### config.mk
export PLATFORM = sky130hd
export DESIGN_NAME = can_standard_frame_serializer_flat
export DESIGN_NICKNAME = d
export VERILOG_FILES = /design/src/csfs_pkg.sv /design/src/csfs_req_if.sv /design/src/csfs_bit_if.sv /design/src/can_standard_frame_serializer.sv /design/src/csfs_ctrl.sv /design/src/csfs_dp.sv /design/src/flat_wrapper.sv
export SDC_FILE = /design/constraint.sdc
export NUM_CORES = 1
export LEC_CHECK = 0
export BUFFER_PORTS_ARGS = -buffer_cell sky130_fd_sc_hd__buf_2
export CAP_MARGIN = 20
export CORE_UTILIZATION = 58
export CTS_CLUSTER_DIAMETER = 200
export CTS_CLUSTER_SIZE = 8
export DETAILED_ROUTE_END_ITERATION = 7
export PLACE_DENSITY = 0.77
export SETUP_SLACK_MARGIN = 0.2
export SLEW_MARGIN = 20
export SYNTH_ARGS = -nofsm -noshare
export SYNTH_HDL_FRONTEND = slang
export SYNTH_SLANG_ARGS = --single-unit
### constraint.sdc
create_clock -name clk_i -period 3 [get_ports clk_i]
set_clock_uncertainty 0.2 [all_clocks]
set_input_delay 0.15 -clock clk_i [delete_from_list [all_inputs] [get_ports clk_i]]
set_output_delay 0.15 -clock clk_i [all_outputs]
set_load 0.005 [all_outputs]
### src/csfs_pkg.sv
// Shared types and constants of the CAN standard frame serializer.
// No dependencies; every other file but csfs_bit_if imports this package.
package csfs_pkg;

  // Field widths
  localparam int unsigned ID_W   = 11;
  localparam int unsigned DLC_W  = 4;
  localparam int unsigned BYTE_W = 8;
  localparam int unsigned CRC_W  = 15;

  // Frame layout
  localparam int unsigned HDR_BITS  = 19;  // SOF, ID, RTR, IDE, r0, DLC
  localparam int unsigned TRL_BITS  = 13;  // CRC delim, ACK, ACK delim, EOF, intermission
  localparam int unsigned MAX_BYTES = 8;
  localparam int unsigned RUN_LIMIT = 5;
  localparam int unsigned CNT_W     = 5;
  localparam int unsigned RUN_W     = 3;
  localparam int unsigned NB_W      = 4;

  localparam logic [CRC_W-1:0] CRC_POLY = 15'h4599;

  localparam logic [CNT_W-1:0] CNT_HDR  = CNT_W'(HDR_BITS - 1);
  localparam logic [CNT_W-1:0] CNT_BYTE = CNT_W'(BYTE_W - 1);
  localparam logic [CNT_W-1:0] CNT_CRC  = CNT_W'(CRC_W - 1);
  localparam logic [CNT_W-1:0] CNT_TRL  = CNT_W'(TRL_BITS - 1);
  localparam logic [CNT_W-1:0] CNT_ACK  = CNT_W'(TRL_BITS - 2);

  // Request kinds
  localparam logic REQ_HEADER = 1'b0;
  localparam logic REQ_DATA   = 1'b1;

  // Bit source select
  localparam logic [1:0] SRC_SHIFT = 2'd0;
  localparam logic [1:0] SRC_CRC   = 2'd1;
  localparam logic [1:0] SRC_TRL   = 2'd2;

  // Controller to datapath
  typedef struct packed {
    logic       load_hdr;
    logic       load_byte;
    logic       step;
    logic       enter_crc;
    logic       enter_trl;
    logic       run_last;
    logic [1:0] src;
  } csfs_cmd_t;

  // Datapath to controller
  typedef struct packed {
    logic slot_free;
    logic phase_end;
  } csfs_sts_t;

endpackage

### src/csfs_req_if.sv
// Request channel of the serializer: valid/ready and one frame item.
// Depends on csfs_pkg for field widths.
interface csfs_req_if
  import csfs_pkg::*;
();
  logic              valid;
  logic              ready;
  logic              req_type;
  logic [ID_W-1:0]   frame_id;
  logic              remote_request;
  logic [DLC_W-1:0]  length_code;
  logic [BYTE_W-1:0] data_byte;

  modport source (output valid, req_type, frame_id, remote_request, length_code,
                  data_byte, input ready);
  modport sink   (input valid, req_type, frame_id, remote_request, length_code,
                  data_byte, output ready);
endinterface

### src/csfs_bit_if.sv
// Result channel of the serializer: valid/ready and one line bit.
// Depends on nothing beyond the language.
interface csfs_bit_if;
  logic valid;
  logic ready;
  logic bit_value;
  logic is_stuff_bit;
  logic frame_end;
  logic run_last;

  modport source (output valid, bit_value, is_stuff_bit, frame_end, run_last,
                  input ready);
  modport sink   (input valid, bit_value, is_stuff_bit, frame_end, run_last,
                  output ready);
endinterface

### src/can_standard_frame_serializer.sv
// CAN 2.0A frame serializer: one line bit per cycle unless stalled; registered output.
// An item is loaded when taken; its first bit is then stepped into the output register.
// One item at a time; a header emits 19..55 bits, a data byte 8..42, one bit per
// cycle while the sink is ready, after a load step for each item.
// The next item can be taken in the cycle after the previous item's last bit is stepped.
// Reset: asynchronous, active low; clears sequencer and stuffing state, ACK slot dominant.
module can_standard_frame_serializer
  import csfs_pkg::*;
(
  input  logic       clk_i,
  input  logic       rst_ni,
  input  logic       cfg_we_i,
  input  logic       cfg_wdata_i,
  csfs_req_if.sink   req_i,
  csfs_bit_if.source out_o
);

  logic      ack_dom_q;
  csfs_cmd_t cmd;
  csfs_sts_t sts;

  // ACK slot configuration register
  always_ff @(posedge clk_i or negedge rst_ni) begin
    if (!rst_ni) begin
      ack_dom_q <= 1'b1;
    end else if (cfg_we_i) begin
      ack_dom_q <= cfg_wdata_i;
    end
  end

  csfs_ctrl u_ctrl (
    .clk_i            (clk_i),
    .rst_ni           (rst_ni),
    .req_valid_i      (req_i.valid),
    .req_ready_o      (req_i.ready),
    .req_type_i       (req_i.req_type),
    .remote_request_i (req_i.remote_request),
    .length_code_i    (req_i.length_code),
    .sts_i            (sts),
    .cmd_o            (cmd)
  );

  csfs_dp u_dp (
    .clk_i            (clk_i),
    .rst_ni           (rst_ni),
    .ack_dom_i        (ack_dom_q),
    .frame_id_i       (req_i.frame_id),
    .remote_request_i (req_i.remote_request),
    .length_code_i    (req_i.length_code),
    .data_byte_i      (req_i.data_byte),
    .cmd_i            (cmd),
    .sts_o            (sts),
    .out_o            (out_o)
  );

`ifndef ASSERT_OFF
  // Last trailer bit closes the item and is never a stuff bit
  a_end_last: assert property (@(posedge clk_i) disable iff (!rst_ni)
    out_o.valid && out_o.frame_end |-> out_o.run_last && !out_o.is_stuff_bit)
    else $error("frame_end without run_last");

  // No bit is stepped while a new request may be taken
  a_idle_nostep: assert property (@(posedge clk_i) disable iff (!rst_ni)
    req_i.ready |-> !cmd.step)
    else $error("bit stepped while idle");

  // Loads happen only on an accepted request
  a_load_acc: assert property (@(posedge clk_i) disable iff (!rst_ni)
    (cmd.load_hdr || cmd.load_byte) |-> req_i.valid && req_i.ready)
    else $error("load without accepted request");

  // A stepped bit shows up at the output next cycle
  a_step_out: assert property (@(posedge clk_i) disable iff (!rst_ni)
    cmd.step |=> out_o.valid)
    else $error("stepped bit not presented");
`endif

endmodule

### src/csfs_ctrl.sv
// Frame sequencer: walks header, data, CRC and trailer phases.
// Depends on csfs_pkg; drives the datapath through csfs_cmd_t.
module csfs_ctrl
  import csfs_pkg::*;
(
  input  logic             clk_i,
  input  logic             rst_ni,
  input  logic             req_valid_i,
  output logic             req_ready_o,
  input  logic             req_type_i,
  input  logic             remote_request_i,
  input  logic [DLC_W-1:0] length_code_i,
  input  csfs_sts_t        sts_i,
  output csfs_cmd_t        cmd_o
);

  localparam logic [2:0] ST_IDLE = 3'd0;
  localparam logic [2:0] ST_HDR  = 3'd1;
  localparam logic [2:0] ST_DATA = 3'd2;
  localparam logic [2:0] ST_CRC  = 3'd3;
  localparam logic [2:0] ST_TRL  = 3'd4;

  logic [2:0]      state_q, state_d;
  logic [NB_W-1:0] bytes_left_q, bytes_left_d;
  logic            frame_open_q, frame_open_d;
  logic [NB_W-1:0] nbytes;
  logic [NB_W-1:0] bytes_dec;

  // Data bytes the header asks for
  always_comb begin
    if (remote_request_i) begin
      nbytes = '0;
    end else if (length_code_i > DLC_W'(MAX_BYTES)) begin
      nbytes = NB_W'(MAX_BYTES);
    end else begin
      nbytes = NB_W'(length_code_i);
    end
  end

  assign bytes_dec   = bytes_left_q - NB_W'(1);
  assign req_ready_o = (state_q == ST_IDLE);

  // Next state and commands
  always_comb begin
    state_d       = state_q;
    bytes_left_d  = bytes_left_q;
    frame_open_d  = frame_open_q;
    cmd_o         = '0;
    cmd_o.src     = SRC_SHIFT;
    cmd_o.step    = (state_q != ST_IDLE) && sts_i.slot_free;
    case (state_q)
      ST_IDLE: begin
        if (req_valid_i) begin
          if (req_type_i == REQ_HEADER) begin
            cmd_o.load_hdr = 1'b1;
            bytes_left_d   = nbytes;
            frame_open_d   = 1'b1;
            state_d        = ST_HDR;
          end else if (frame_open_q && (bytes_left_q != '0)) begin
            cmd_o.load_byte = 1'b1;
            state_d         = ST_DATA;
          end
        end
      end
      ST_HDR: begin
        if (cmd_o.step && sts_i.phase_end) begin
          if (bytes_left_q == '0) begin
            cmd_o.enter_crc = 1'b1;
            state_d         = ST_CRC;
          end else begin
            cmd_o.run_last = 1'b1;
            state_d        = ST_IDLE;
          end
        end
      end
      ST_DATA: begin
        if (cmd_o.step && sts_i.phase_end) begin
          bytes_left_d = bytes_dec;
          if (bytes_dec == '0) begin
            cmd_o.enter_crc = 1'b1;
            state_d         = ST_CRC;
          end else begin
            cmd_o.run_last = 1'b1;
            state_d        = ST_IDLE;
          end
        end
      end
      ST_CRC: begin
        cmd_o.src = SRC_CRC;
        if (cmd_o.step && sts_i.phase_end) begin
          cmd_o.enter_trl = 1'b1;
          state_d         = ST_TRL;
        end
      end
      ST_TRL: begin
        cmd_o.src = SRC_TRL;
        if (cmd_o.step && sts_i.phase_end) begin
          cmd_o.run_last = 1'b1;
          frame_open_d   = 1'b0;
          bytes_left_d   = '0;
          state_d        = ST_IDLE;
        end
      end
      default: begin
        state_d = ST_IDLE;
      end
    endcase
  end

  always_ff @(posedge clk_i or negedge rst_ni) begin
    if (!rst_ni) begin
      state_q      <= ST_IDLE;
      bytes_left_q <= '0;
      frame_open_q <= 1'b0;
    end else begin
      state_q      <= state_d;
      bytes_left_q <= bytes_left_d;
      frame_open_q <= frame_open_d;
    end
  end

endmodule

### src/csfs_dp.sv
// Serializer datapath: shift register, CRC-15, stuffing state, bit counter
// and the output register. Depends on csfs_pkg and csfs_bit_if.
module csfs_dp
  import csfs_pkg::*;
(
  input  logic              clk_i,
  input  logic              rst_ni,
  input  logic              ack_dom_i,
  input  logic [ID_W-1:0]   frame_id_i,
  input  logic              remote_request_i,
  input  logic [DLC_W-1:0]  length_code_i,
  input  logic [BYTE_W-1:0] data_byte_i,
  input  csfs_cmd_t         cmd_i,
  output csfs_sts_t         sts_o,
  csfs_bit_if.source        out_o
);

  logic [HDR_BITS-1:0] sh_q, sh_d;
  logic [CRC_W-1:0]    crc_q, crc_d;
  logic [CNT_W-1:0]    cnt_q, cnt_d;
  logic [RUN_W-1:0]    run_q, run_d;
  logic                last_q, last_d;
  logic                pend_q, pend_d;
  logic                empty_q, empty_d;
  logic                ov_q, ov_d;
  logic                bit_q, bit_d;
  logic                stf_q, stf_d;
  logic                end_q, end_d;
  logic                rl_q, rl_d;
  logic                cur_bit;
  logic                stuff_now;
  logic                fb;

  // Bit of the current phase
  always_comb begin
    case (cmd_i.src)
      SRC_SHIFT: cur_bit = sh_q[HDR_BITS-1];
      SRC_CRC:   cur_bit = crc_q[CRC_W-1];
      SRC_TRL:   cur_bit = (cnt_q == CNT_ACK) ? ~ack_dom_i : 1'b1;
      default:   cur_bit = 1'b1;
    endcase
  end

  // Fifth equal bit in a stuffed region
  assign stuff_now = (cmd_i.src != SRC_TRL) && !pend_q && (cur_bit == last_q) &&
                     (run_q == RUN_W'(RUN_LIMIT - 1));
  assign fb        = cur_bit ^ crc_q[CRC_W-1];

  assign sts_o.slot_free = !ov_q || out_o.ready;
  assign sts_o.phase_end = pend_q ? empty_q : ((cnt_q == '0) && !stuff_now);

  always_comb begin
    sh_d    = sh_q;
    crc_d   = crc_q;
    cnt_d   = cnt_q;
    run_d   = run_q;
    last_d  = last_q;
    pend_d  = pend_q;
    empty_d = empty_q;
    ov_d    = ov_q && !out_o.ready;
    bit_d   = bit_q;
    stf_d   = stf_q;
    end_d   = end_q;
    rl_d    = rl_q;
    if (cmd_i.load_hdr) begin
      // Idle bus counts as recessive at frame start
      sh_d    = {1'b0, frame_id_i, remote_request_i, 2'b00, length_code_i};
      cnt_d   = CNT_HDR;
      crc_d   = '0;
      run_d   = RUN_W'(1);
      last_d  = 1'b1;
      pend_d  = 1'b0;
      empty_d = 1'b0;
    end else if (cmd_i.load_byte) begin
      sh_d  = {data_byte_i, (HDR_BITS - BYTE_W)'(0)};
      cnt_d = CNT_BYTE;
    end else if (cmd_i.step) begin
      ov_d = 1'b1;
      rl_d = cmd_i.run_last;
      if (pend_q) begin
        // Inserted complement bit
        bit_d   = ~last_q;
        stf_d   = 1'b1;
        end_d   = 1'b0;
        last_d  = ~last_q;
        run_d   = RUN_W'(1);
        pend_d  = 1'b0;
        empty_d = 1'b0;
      end else begin
        bit_d = cur_bit;
        stf_d = 1'b0;
        end_d = (cmd_i.src == SRC_TRL) && (cnt_q == '0);
        if (cmd_i.src == SRC_SHIFT) begin
          sh_d  = {sh_q[HDR_BITS-2:0], 1'b0};
          crc_d = {crc_q[CRC_W-2:0], 1'b0} ^ (fb ? CRC_POLY : '0);
        end else if (cmd_i.src == SRC_CRC) begin
          crc_d = {crc_q[CRC_W-2:0], 1'b0};
        end
        if (cur_bit == last_q) begin
          if (run_q != RUN_W'(RUN_LIMIT)) begin
            run_d = run_q + RUN_W'(1);
          end
        end else begin
          run_d  = RUN_W'(1);
          last_d = cur_bit;
        end
        if (stuff_now) begin
          pend_d  = 1'b1;
          empty_d = (cnt_q == '0);
        end
        if (cnt_q != '0) begin
          cnt_d = cnt_q - CNT_W'(1);
        end
      end
      if (cmd_i.enter_crc) begin
        cnt_d = CNT_CRC;
      end else if (cmd_i.enter_trl) begin
        cnt_d = CNT_TRL;
      end
    end
  end

  // Control state
  always_ff @(posedge clk_i or negedge rst_ni) begin
    if (!rst_ni) begin
      crc_q   <= '0;
      run_q   <= RUN_W'(1);
      last_q  <= 1'b1;
      pend_q  <= 1'b0;
      empty_q <= 1'b0;
      cnt_q   <= '0;
      ov_q    <= 1'b0;
    end else begin
      crc_q   <= crc_d;
      run_q   <= run_d;
      last_q  <= last_d;
      pend_q  <= pend_d;
      empty_q <= empty_d;
      cnt_q   <= cnt_d;
      ov_q    <= ov_d;
    end
  end

  // Payload registers
  always_ff @(posedge clk_i) begin
    sh_q  <= sh_d;
    bit_q <= bit_d;
    stf_q <= stf_d;
    end_q <= end_d;
    rl_q  <= rl_d;
  end

  assign out_o.valid        = ov_q;
  assign out_o.bit_value    = bit_q;
  assign out_o.is_stuff_bit = stf_q;
  assign out_o.frame_end    = end_q;
  assign out_o.run_last     = rl_q;

endmodule
### src/flat_wrapper.sv
// flat-port wrapper written by rule: the top's interface ports become plain ports
module can_standard_frame_serializer_flat import csfs_pkg::*;
  (clk_i, rst_ni, cfg_we_i, cfg_wdata_i, req_i_valid, req_i_req_type, req_i_frame_id, req_i_remote_request, req_i_length_code, req_i_data_byte, req_i_ready, out_o_valid, out_o_bit_value, out_o_is_stuff_bit, out_o_frame_end, out_o_run_last, out_o_ready);
  csfs_req_if req_i_i ();
  csfs_bit_if out_o_i ();
  input  logic clk_i;
  input  logic rst_ni;
  input  logic cfg_we_i;
  input  logic cfg_wdata_i;
  input wire logic [$bits(req_i_i.valid)-1:0] req_i_valid;
  input wire logic [$bits(req_i_i.req_type)-1:0] req_i_req_type;
  input wire logic [$bits(req_i_i.frame_id)-1:0] req_i_frame_id;
  input wire logic [$bits(req_i_i.remote_request)-1:0] req_i_remote_request;
  input wire logic [$bits(req_i_i.length_code)-1:0] req_i_length_code;
  input wire logic [$bits(req_i_i.data_byte)-1:0] req_i_data_byte;
  output wire logic [$bits(req_i_i.ready)-1:0] req_i_ready;
  output wire logic [$bits(out_o_i.valid)-1:0] out_o_valid;
  output wire logic [$bits(out_o_i.bit_value)-1:0] out_o_bit_value;
  output wire logic [$bits(out_o_i.is_stuff_bit)-1:0] out_o_is_stuff_bit;
  output wire logic [$bits(out_o_i.frame_end)-1:0] out_o_frame_end;
  output wire logic [$bits(out_o_i.run_last)-1:0] out_o_run_last;
  input wire logic [$bits(out_o_i.ready)-1:0] out_o_ready;
  assign req_i_i.valid = req_i_valid;
  assign req_i_i.req_type = req_i_req_type;
  assign req_i_i.frame_id = req_i_frame_id;
  assign req_i_i.remote_request = req_i_remote_request;
  assign req_i_i.length_code = req_i_length_code;
  assign req_i_i.data_byte = req_i_data_byte;
  assign req_i_ready = req_i_i.ready;
  assign out_o_valid = out_o_i.valid;
  assign out_o_bit_value = out_o_i.bit_value;
  assign out_o_is_stuff_bit = out_o_i.is_stuff_bit;
  assign out_o_frame_end = out_o_i.frame_end;
  assign out_o_run_last = out_o_i.run_last;
  assign out_o_i.ready = out_o_ready;
  can_standard_frame_serializer u_core (.clk_i(clk_i), .rst_ni(rst_ni), .cfg_we_i(cfg_we_i), .cfg_wdata_i(cfg_wdata_i), .req_i(req_i_i), .out_o(out_o_i));
endmodule
==> flow_summary_export.csv, run 1 <==
group,metric,value,unit
cts,clkSinkCount,59,
drt,postRouteAntennaNets,0,
final_layout,nNetsFinal,428,
sta,finalSetupTns,0,ns
final_layout,antennaDiodeCount,0,
drt,via_per_inst,5.843,
worst_setup_path,crit_chain,"inv_1 -> ha_1 -> nor3b_1 -> o21ai_1 -> a2111oi_4 -> buf_4 -> nor3_2 -> a311oi_2",
cts,cts_tree,"done",
worst_setup_path,slowest_delay,0.66,ns
drt,met1_length,3270,um
sta,tightestPinTransition,0.8173,ns
worst_setup_path,crit_buf_inv,2,
drt,met3_length,435,um
floorplanning,pin_count,37,
floorplanning,dieArea,0.005904,mm^2
sta,post-route-min-period,2.671,ns
sta,hold_viol,0,
worst_setup_path,crit_type,"flip-flop to flip-flop",
floorplanning,row_count,26,
yosys,synth.net_count,360,
final_layout,multi_input_area,0.001513,mm^2
sta,relSlewSlack,0.4551,
worst_setup_path,cp-start-kind,"flip-flop",
drt,wl_met2,3894,um
final_layout,fillers,364,
sta,rsz0062_at_grt,"false",
final_layout,register_area,0.001567,mm^2
yosys,synth-edff-count,20,
placement,pre_cts_slack,0.2910,ns
yosys,synth-async-reset-ratio,0.6102,
drt,drc,0,
drt,wl,7740,um
placement,place_congestion,0.8691,
final_layout,design_area,0.003978,mm^2
yosys,syn_area,0.003248,mm^2
sta,max_freq,0.3744,GHz
outcome,status,"finished clean",
worst_setup_path,required,3.05,ns
placement,portBuffers,36,
cts,clk_pin_slew_worst_paths,0.07,ns
cts,ctsHtreeMaxLevel,3,
flow_run,drv_cap,0,
yosys,postSynthAreaPerCell,10.09,um^2
floorplanning,fp.coreArea,0.005238,mm^2
final_layout,fin_util,0.7594,
worst_setup_path,cpMaxStageDelayCell,"nor3b_1",
floorplanning,fp.dieW,76.84,um
sta,setup_viol,0,
global_routing,grt_usage,0.2876,
worst_setup_path,arrival,2.72,ns
global_routing,grt_pass1_vias,2705,
cts,cts_buffers,9,
min_path,hold_class,"input pin to flip-flop",
power,irDropWorstVdd,0.5709,mV
final_layout,area_growth,22.46,%
power,cellLeakagePower,1.740,nW
power,power.density,1020,mW/mm^2
drt,first_iter_violations,219,
yosys,ys_ff_latch,59,
drt,routed.top_layer,"met4",
worst_setup_path,cp_top_family,"compound AO/OA/AOI/OAI gates",
placement,place_area,0.003463,mm^2
yosys,seq_area_frac_synth,0.4819,
final_layout,drive_above_1_share,0.2228,
cts,clock_path_buffers,2,
floorplanning,die_h,76.84,um
worst_setup_path,end_kind,"flip-flop",
floorplanning,start_util,0.6202,
global_routing,grt_max_degree,37,
yosys,yosysWarnings,0,
cts,cts-root-buf,"clkbuf_8",
sta,worst_slack,0.3290,ns
sta,slew_viol_final,0,
drt,dr_total_vias,2717,
yosys,synth_cells,322,
drt,dr.pass1.iters,5,
sta,min_period_over_period,0.8903,
global_routing,antenna_found_initial,0,
yosys,synth_flop_cell,"dfrtp_1",
global_routing,overflow,0,
cts,clock_latency,0.34,ns
worst_setup_path,cp_max_fo,6,
yosys,yosysUniqueCellTypes,62,
drt,routedWlPerCell,16.65,um
placement,dp_hpwl,4999,um
global_routing,grt_pass1_wl,12800,um
cell usage after synthesis, drive strengths merged, types with 2 or more instances:
| master | count | area (um^2) |
|---|---|---|
| nand2 | 40 | 150.1 |
| dfrtp | 33 | 825.8 |
| o21ai | 24 | 123.9 |
| a21oi | 22 | 113.9 |
| nor2 | 22 | 85.09 |
| edfxtp | 20 | 600.6 |
| inv | 19 | 71.31 |
| nand3 | 18 | 107.6 |
| clkbuf | 13 | 98.85 |
| nor3 | 13 | 103.9 |
| a22o | 9 | 78.83 |
| xor2 | 9 | 78.83 |
| a222oi | 7 | 70.07 |
| ha | 7 | 87.58 |
| mux2i | 7 | 70.07 |
| nor3b | 5 | 42.54 |
| o21a | 4 | 30.03 |
| or2 | 4 | 27.53 |
| dfstp | 3 | 78.83 |
| dfxtp | 3 | 60.06 |
| nor2b | 3 | 18.77 |
| nor4 | 3 | 18.77 |
| or2b | 3 | 22.52 |
| a211oi | 2 | 15.01 |
| a22oi | 2 | 20.02 |
| a31oi | 2 | 12.51 |
| a32oi | 2 | 17.52 |
| and2 | 2 | 13.77 |
| buf | 2 | 16.26 |
| mux2 | 2 | 22.52 |
| nand2b | 2 | 12.51 |
| nand4bb | 2 | 22.52 |
worst register-to-register path: stages, from the launching register on:
cell	delay, ns
dfrtp_1	0.43
inv_1	0.10
ha_1	0.22
nor3b_1	0.66
o21ai_1	0.20
a2111oi_4	0.34
buf_4	0.20
nor3_2	0.05
a311oi_2	0.19
cell type report:
class	count	share of cell area
inverter	19	0.01793
sequential	59	0.3938
multi-input combinational	229	0.3803
timing repair buffer	72	0.1302
clock inverter	3	0.01038
tap	70	0.02202
clock buffer	13	0.04530
metal layers:
metal  global-route usage  vias to the layer above
met5                    0                        -
met4               0.1000                        0
li1                     -                     1301
met1               0.3559                     1306
met2               0.4821                       98
met3              0.07857                       12
state kept, by name (all words and copies together) (netlist names), 3 cells and up:
register,flops
u_core.u_dp.cnt_q,5
u_core.u_dp.crc_q,15
u_core.u_dp.run_q,3
u_core.u_dp.sh_q,19
u_core.u_ctrl.bytes_left_q,4
u_core.u_ctrl.state_q,3
timing repair:
action / CTS / global route
hold buffers: 27 / 0
hold endpoints to repair: 54 / 0
setup buffers: 0 / 1
setup endpoints to repair: 0 / 6
resized for setup: 0 / 3
final timing paths:
check | from | endpoint | slack, ns | cells past startpoint
worst max-delay path | u_core.u_ctrl.bytes_left_q[0]$_DFFE_PN0P_ | u_core.u_dp.cnt_q[2]$_DFFE_PN0P_ | 0.33 | 8
worst min-delay path | req_i_remote_request | u_core.u_ctrl.bytes_left_q[1]$_DFFE_PN0P_ | 0.03 | 4
worst max register to register | u_core.u_ctrl.bytes_left_q[0]$_DFFE_PN0P_ | u_core.u_dp.cnt_q[2]$_DFFE_PN0P_ | 0.33 | 8
worst min register to register | u_core.u_dp.sh_q[3]$_DFFE_PP_ | u_core.u_dp.sh_q[4]$_SDFFE_PP0P_ | 0.30 | 2
max in group asynchronous | rst_ni | u_core.u_ctrl.state_q[2]$_DFFE_PN0P_ | 1.79 | 2
min in group asynchronous | rst_ni | u_core.u_dp.run_q[1]$_DFFE_PN0P_ | 0.24 | 2
kinds of logic (layout without fill, tap and decap cells):
family / after synthesis / count (layout) / share of synthesized area
and+or+nand+nor: 121 / 121 / 0.2015
xor gates and xnor gates: 10 / 10 / 0.02697
buffers and inverters: 34 / 107 / 0.05739
DFF: 59 / 59 / 0.4819
muxes: 9 / 9 / 0.02851
adders and majority gates: 7 / 7 / 0.02696
AOI/OAI and AO/OA: 82 / 82 / 0.1768
through the flow:
stage / cells / hold slack [ns] / total power [mW]
floorplan: 322 / -0.3456 / 2.764
global placement: 421 / 0.09248 / 3.119
detailed placement: 421 / 0.08946 / 3.210
CTS: 464 / 0.0009351 / 4.043
global route: 465 / 0.03499 / 4.333
finish: 465 / 0.02873 / 4.056
layout by cell type (no fill, tap or decap), types with 3 or more instances in the layout:
cell           count
o21ai_0           22
dlygate4sd3_1     27
nand2_1           40
inv_1             18
nand3_1           16
nor3_1             8
ha_1               7
buf_4              9
buf_2             36
nor2b_1            3
nor3_4             3
clkbuf_8          11
dfstp_2            3
nor2_1            20
xor2_1             9
a22o_1             9
edfxtp_1          20
o21a_1             4
nor3b_1            3
a222oi_1           7
a21oi_1           21
mux2i_1            7
nor4_1             3
dfxtp_1            3
dfrtp_1           32
power breakdown:
group | internal, mW | switching [mW]
combinational | 0.729 | 1.01
clock | 0.479 | 0.313
sequential | 1.26 | 0.260
Power figures use the tool's default switching activity.
==> inputs of run 2 (changes only) <==
--- a/config.mk
+++ b/config.mk
@@ -11,7 +11,7 @@
 export CTS_CLUSTER_DIAMETER = 200
 export CTS_CLUSTER_SIZE = 8
 export DETAILED_ROUTE_END_ITERATION = 7
-export PLACE_DENSITY = 0.77
+export PLACE_DENSITY = 0.78
 export SETUP_SLACK_MARGIN = 0.2
 export SLEW_MARGIN = 20
 export SYNTH_ARGS = -nofsm -noshare
==> run 2 against run 1 <==
Largest power group unchanged. Count of clock-buffer cells in the layout up 1. Final area up 1.0%. Critical path depth up 2. Largest cell class unchanged. Hold slack better by 0.0042 ns. Wire length down 4.3%. Combinational power about the same. Total power up 3.7%. Maximum frequency up 0.18%. Clock power up 18%. Worst setup slack better by 0.0048 ns. Via count up 0.81%.
==> flow_summary_export.csv, run 2 (same netlist as run 1, synthesis figures left out) <==
group,metric,value,unit
outcome,status,"finished clean",
sta,relSlewSlack,0.4577,
sta,max_freq,0.3751,GHz
placement,placed_cells,422,
power,swShare,0.3791,
final_layout,fin_cells,465,
drt,postRouteAntennaNets,0,
floorplanning,die_h,76.84,um
final_layout,largest_reg_flops,19,
final_layout,antennaDiodeCount,0,
final_layout,final_common_cell,"nand2_1",
worst_setup_path,cp_max_fo,6,
worst_setup_path,slowest_delay,0.42,ns
power,power.density,1046,mW/mm^2
cts,clk_pin_slew_worst_paths,0.07,ns
placement,portBuffers,36,
worst_setup_path,crit_buf_inv,2,
worst_setup_path,cpMaxStageDelayCell,"dfrtp_1",
drt,drc,0,
worst_setup_path,cp_top_family,"simple AND/OR/NAND/NOR gates",
worst_setup_path,cp-start-kind,"flip-flop",
sta,tightestPinTransition,0.8135,ns
final_layout,final_cell_mix,"nand2_1, buf_2, dfrtp_1, dlygate4sd3_1, o21ai_0",
final_layout,register_area,0.001565,mm^2
drt,dr.pass1.iters,5,
floorplanning,pin_count,37,
final_layout,drive_above_1_share,0.2228,
power,cellLeakagePower,1.763,nW
worst_setup_path,arrival,2.71,ns
final_layout,largest_registers,"u_core.u_dp.sh_q (19), u_core.u_dp.crc_q (15), u_core.u_dp.cnt_q (5)",
global_routing,grt_usage,0.2695,
floorplanning,fp.coreArea,0.005238,mm^2
cts,clkSinkCount,59,
sta,min_period_over_period,0.8887,
sta,slew_viol_final,0,
global_routing,grt_max_degree,37,
sta,finalSetupTns,0,ns
placement,place_congestion,0.9043,
sta,rsz0062_at_grt,"false",
drt,dr_total_vias,2739,
power,seqPwrFrac,0.363,
drt,first_iter_violations,183,
placement,dp_hpwl,4730,um
cts,clock_path_buffers,2,
sta,post-route-min-period,2.666,ns
drt,via_per_inst,5.890,
drt,routedWlPerCell,15.92,um
sta,hold_viol,0,
worst_setup_path,end_kind,"flip-flop",
flow_run,drv_cap,0,
floorplanning,start_util,0.6202,
final_layout,fillers,339,
floorplanning,fp.dieW,76.84,um
cts,cts-root-buf,"clkbuf_8",
final_layout,top_register,"u_core.u_dp.sh_q",
cts,cts_buffers,9,
drt,wl,7404,um
min_path,hold_class,"input pin to flip-flop",
floorplanning,dieArea,0.005904,mm^2
final_layout,design_area,0.004018,mm^2
worst_setup_path,required,3.05,ns
power,comb_power_share,0.416,
global_routing,overflow,0,
cts,cts_tree,"done",
final_layout,multi_input_area,0.001513,mm^2
cts,clock_latency,0.34,ns
power,irDropWorstVdd,0.6164,mV
worst_setup_path,crit_chain,"inv_1 -> ha_1 -> nor3b_2 -> or2b_4 -> nor3_4 -> nand3_4 -> a2111oi_4 -> buf_4 -> nor3_2 -> a311oi_2",
power,clkPwrFrac,0.222,
sta,setup_viol,0,
cts,ctsHtreeMaxLevel,3,
power,p_int,2.610,mW
power,power,4.204,mW
global_routing,grt_pass1_vias,2566,
global_routing,grt_pass1_wl,12360,um
power,switchingPower,1.594,mW
worst_setup_path,crit_type,"flip-flop to flip-flop",
placement,place_area,0.003471,mm^2
global_routing,antenna_found_initial,0,
final_layout,nNetsFinal,428,
final_layout,area_growth,23.69,%
floorplanning,row_count,26,
## run 2: cell count changes in the layout (fill, tap and decap cells not counted), sizes merged
cell	change
clkbuf	+1
clkinv	-1
bufinv	+1
buf	+1
dlygate4sd3	-1
inv	-1
## run 2: path summary, 6_finish.rpt
path                                                  start                                        end  slack (ns)  cells past startpoint
hold reg to reg            u_core.u_dp.crc_q[0]$_DFFE_PN0P_           u_core.u_dp.crc_q[1]$_DFFE_PN0P_        0.27                      2
setup / recovery           u_core.u_dp.cnt_q[0]$_DFFE_PN0P_           u_core.u_dp.cnt_q[2]$_DFFE_PN0P_        0.33                     10
setup reg to reg           u_core.u_dp.cnt_q[0]$_DFFE_PN0P_           u_core.u_dp.cnt_q[2]$_DFFE_PN0P_        0.33                     10
hold / removal                         req_i_remote_request  u_core.u_ctrl.bytes_left_q[0]$_DFFE_PN0P_        0.03                      4
max in group asynchronous                            rst_ni             u_core.u_dp.pend_q$_DFFE_PN0P_        1.84                      2
min in group asynchronous                            rst_ni           u_core.u_dp.crc_q[6]$_DFFE_PN0P_        0.23                      2
## run 2: final cells by class
class,count,area share
Clock buffer,14,0.05107
Clock inverter,2,0.01495
Inverter,19,0.01775
Multi-Input combinational cell,229,0.3765
Sequential cell,59,0.3896
Tap cell,70,0.02180
Timing Repair Buffer,72,0.1283
## run 2: timing repair
action	in CTS	in global routing
gates resized for setup	0	3
buffers inserted	0	1
endpoints found under the setup margin	0	7
endpoints found under the hold margin	53	0
hold buffers	26	0
## run 2: through the flow
step / setup WS [ns] / utilization / hold slack [ns]
2_1_floorplan: 0.4633 / - / -0.3456
3_3_place_gp: 0.3912 / 0.6613 / 0.08602
3_5_place_dp: 0.3568 / 0.6627 / 0.08659
4_1_cts: 0.2902 / 0.7630 / 0.008550
5_1_grt: 0.1985 / 0.7671 / 0.03474
6_report: 0.3338 / 0.7671 / 0.03290
## run 2: per-layer routing
| layer | wire (um) | part of all wire | track usage |
|---|---|---|---|
| met1 | 3339 | 0.45 | 0.3763 |
| met2 | 3478 | 0.47 | 0.4152 |
| met3 | 444 | 0.060 | 0.05595 |
| met4 | 142 | 0.019 | 0.09615 |
| met5 | 0 | 0 | 0 |
## run 2: worst register-to-register path, cell delays in order, from the launching register on
cell	delay, ns
dfrtp_1	0.42
inv_1	0.10
ha_1	0.23
nor3b_2	0.20
or2b_4	0.32
nor3_4	0.19
nand3_4	0.12
a2111oi_4	0.35
buf_4	0.20
nor3_2	0.06
a311oi_2	0.18
## run 2: power by group through the flow
stage / registers, mW / logic, mW / clock network [mW]
after floorplan: 1.44 / 1.33 / 0
after global placement: 1.50 / 1.62 / 0
after detailed placement: 1.52 / 1.66 / 0
after CTS: 1.50 / 1.70 / 0.943
after global routing: 1.57 / 1.94 / 0.972
final: 1.52 / 1.75 / 0.933
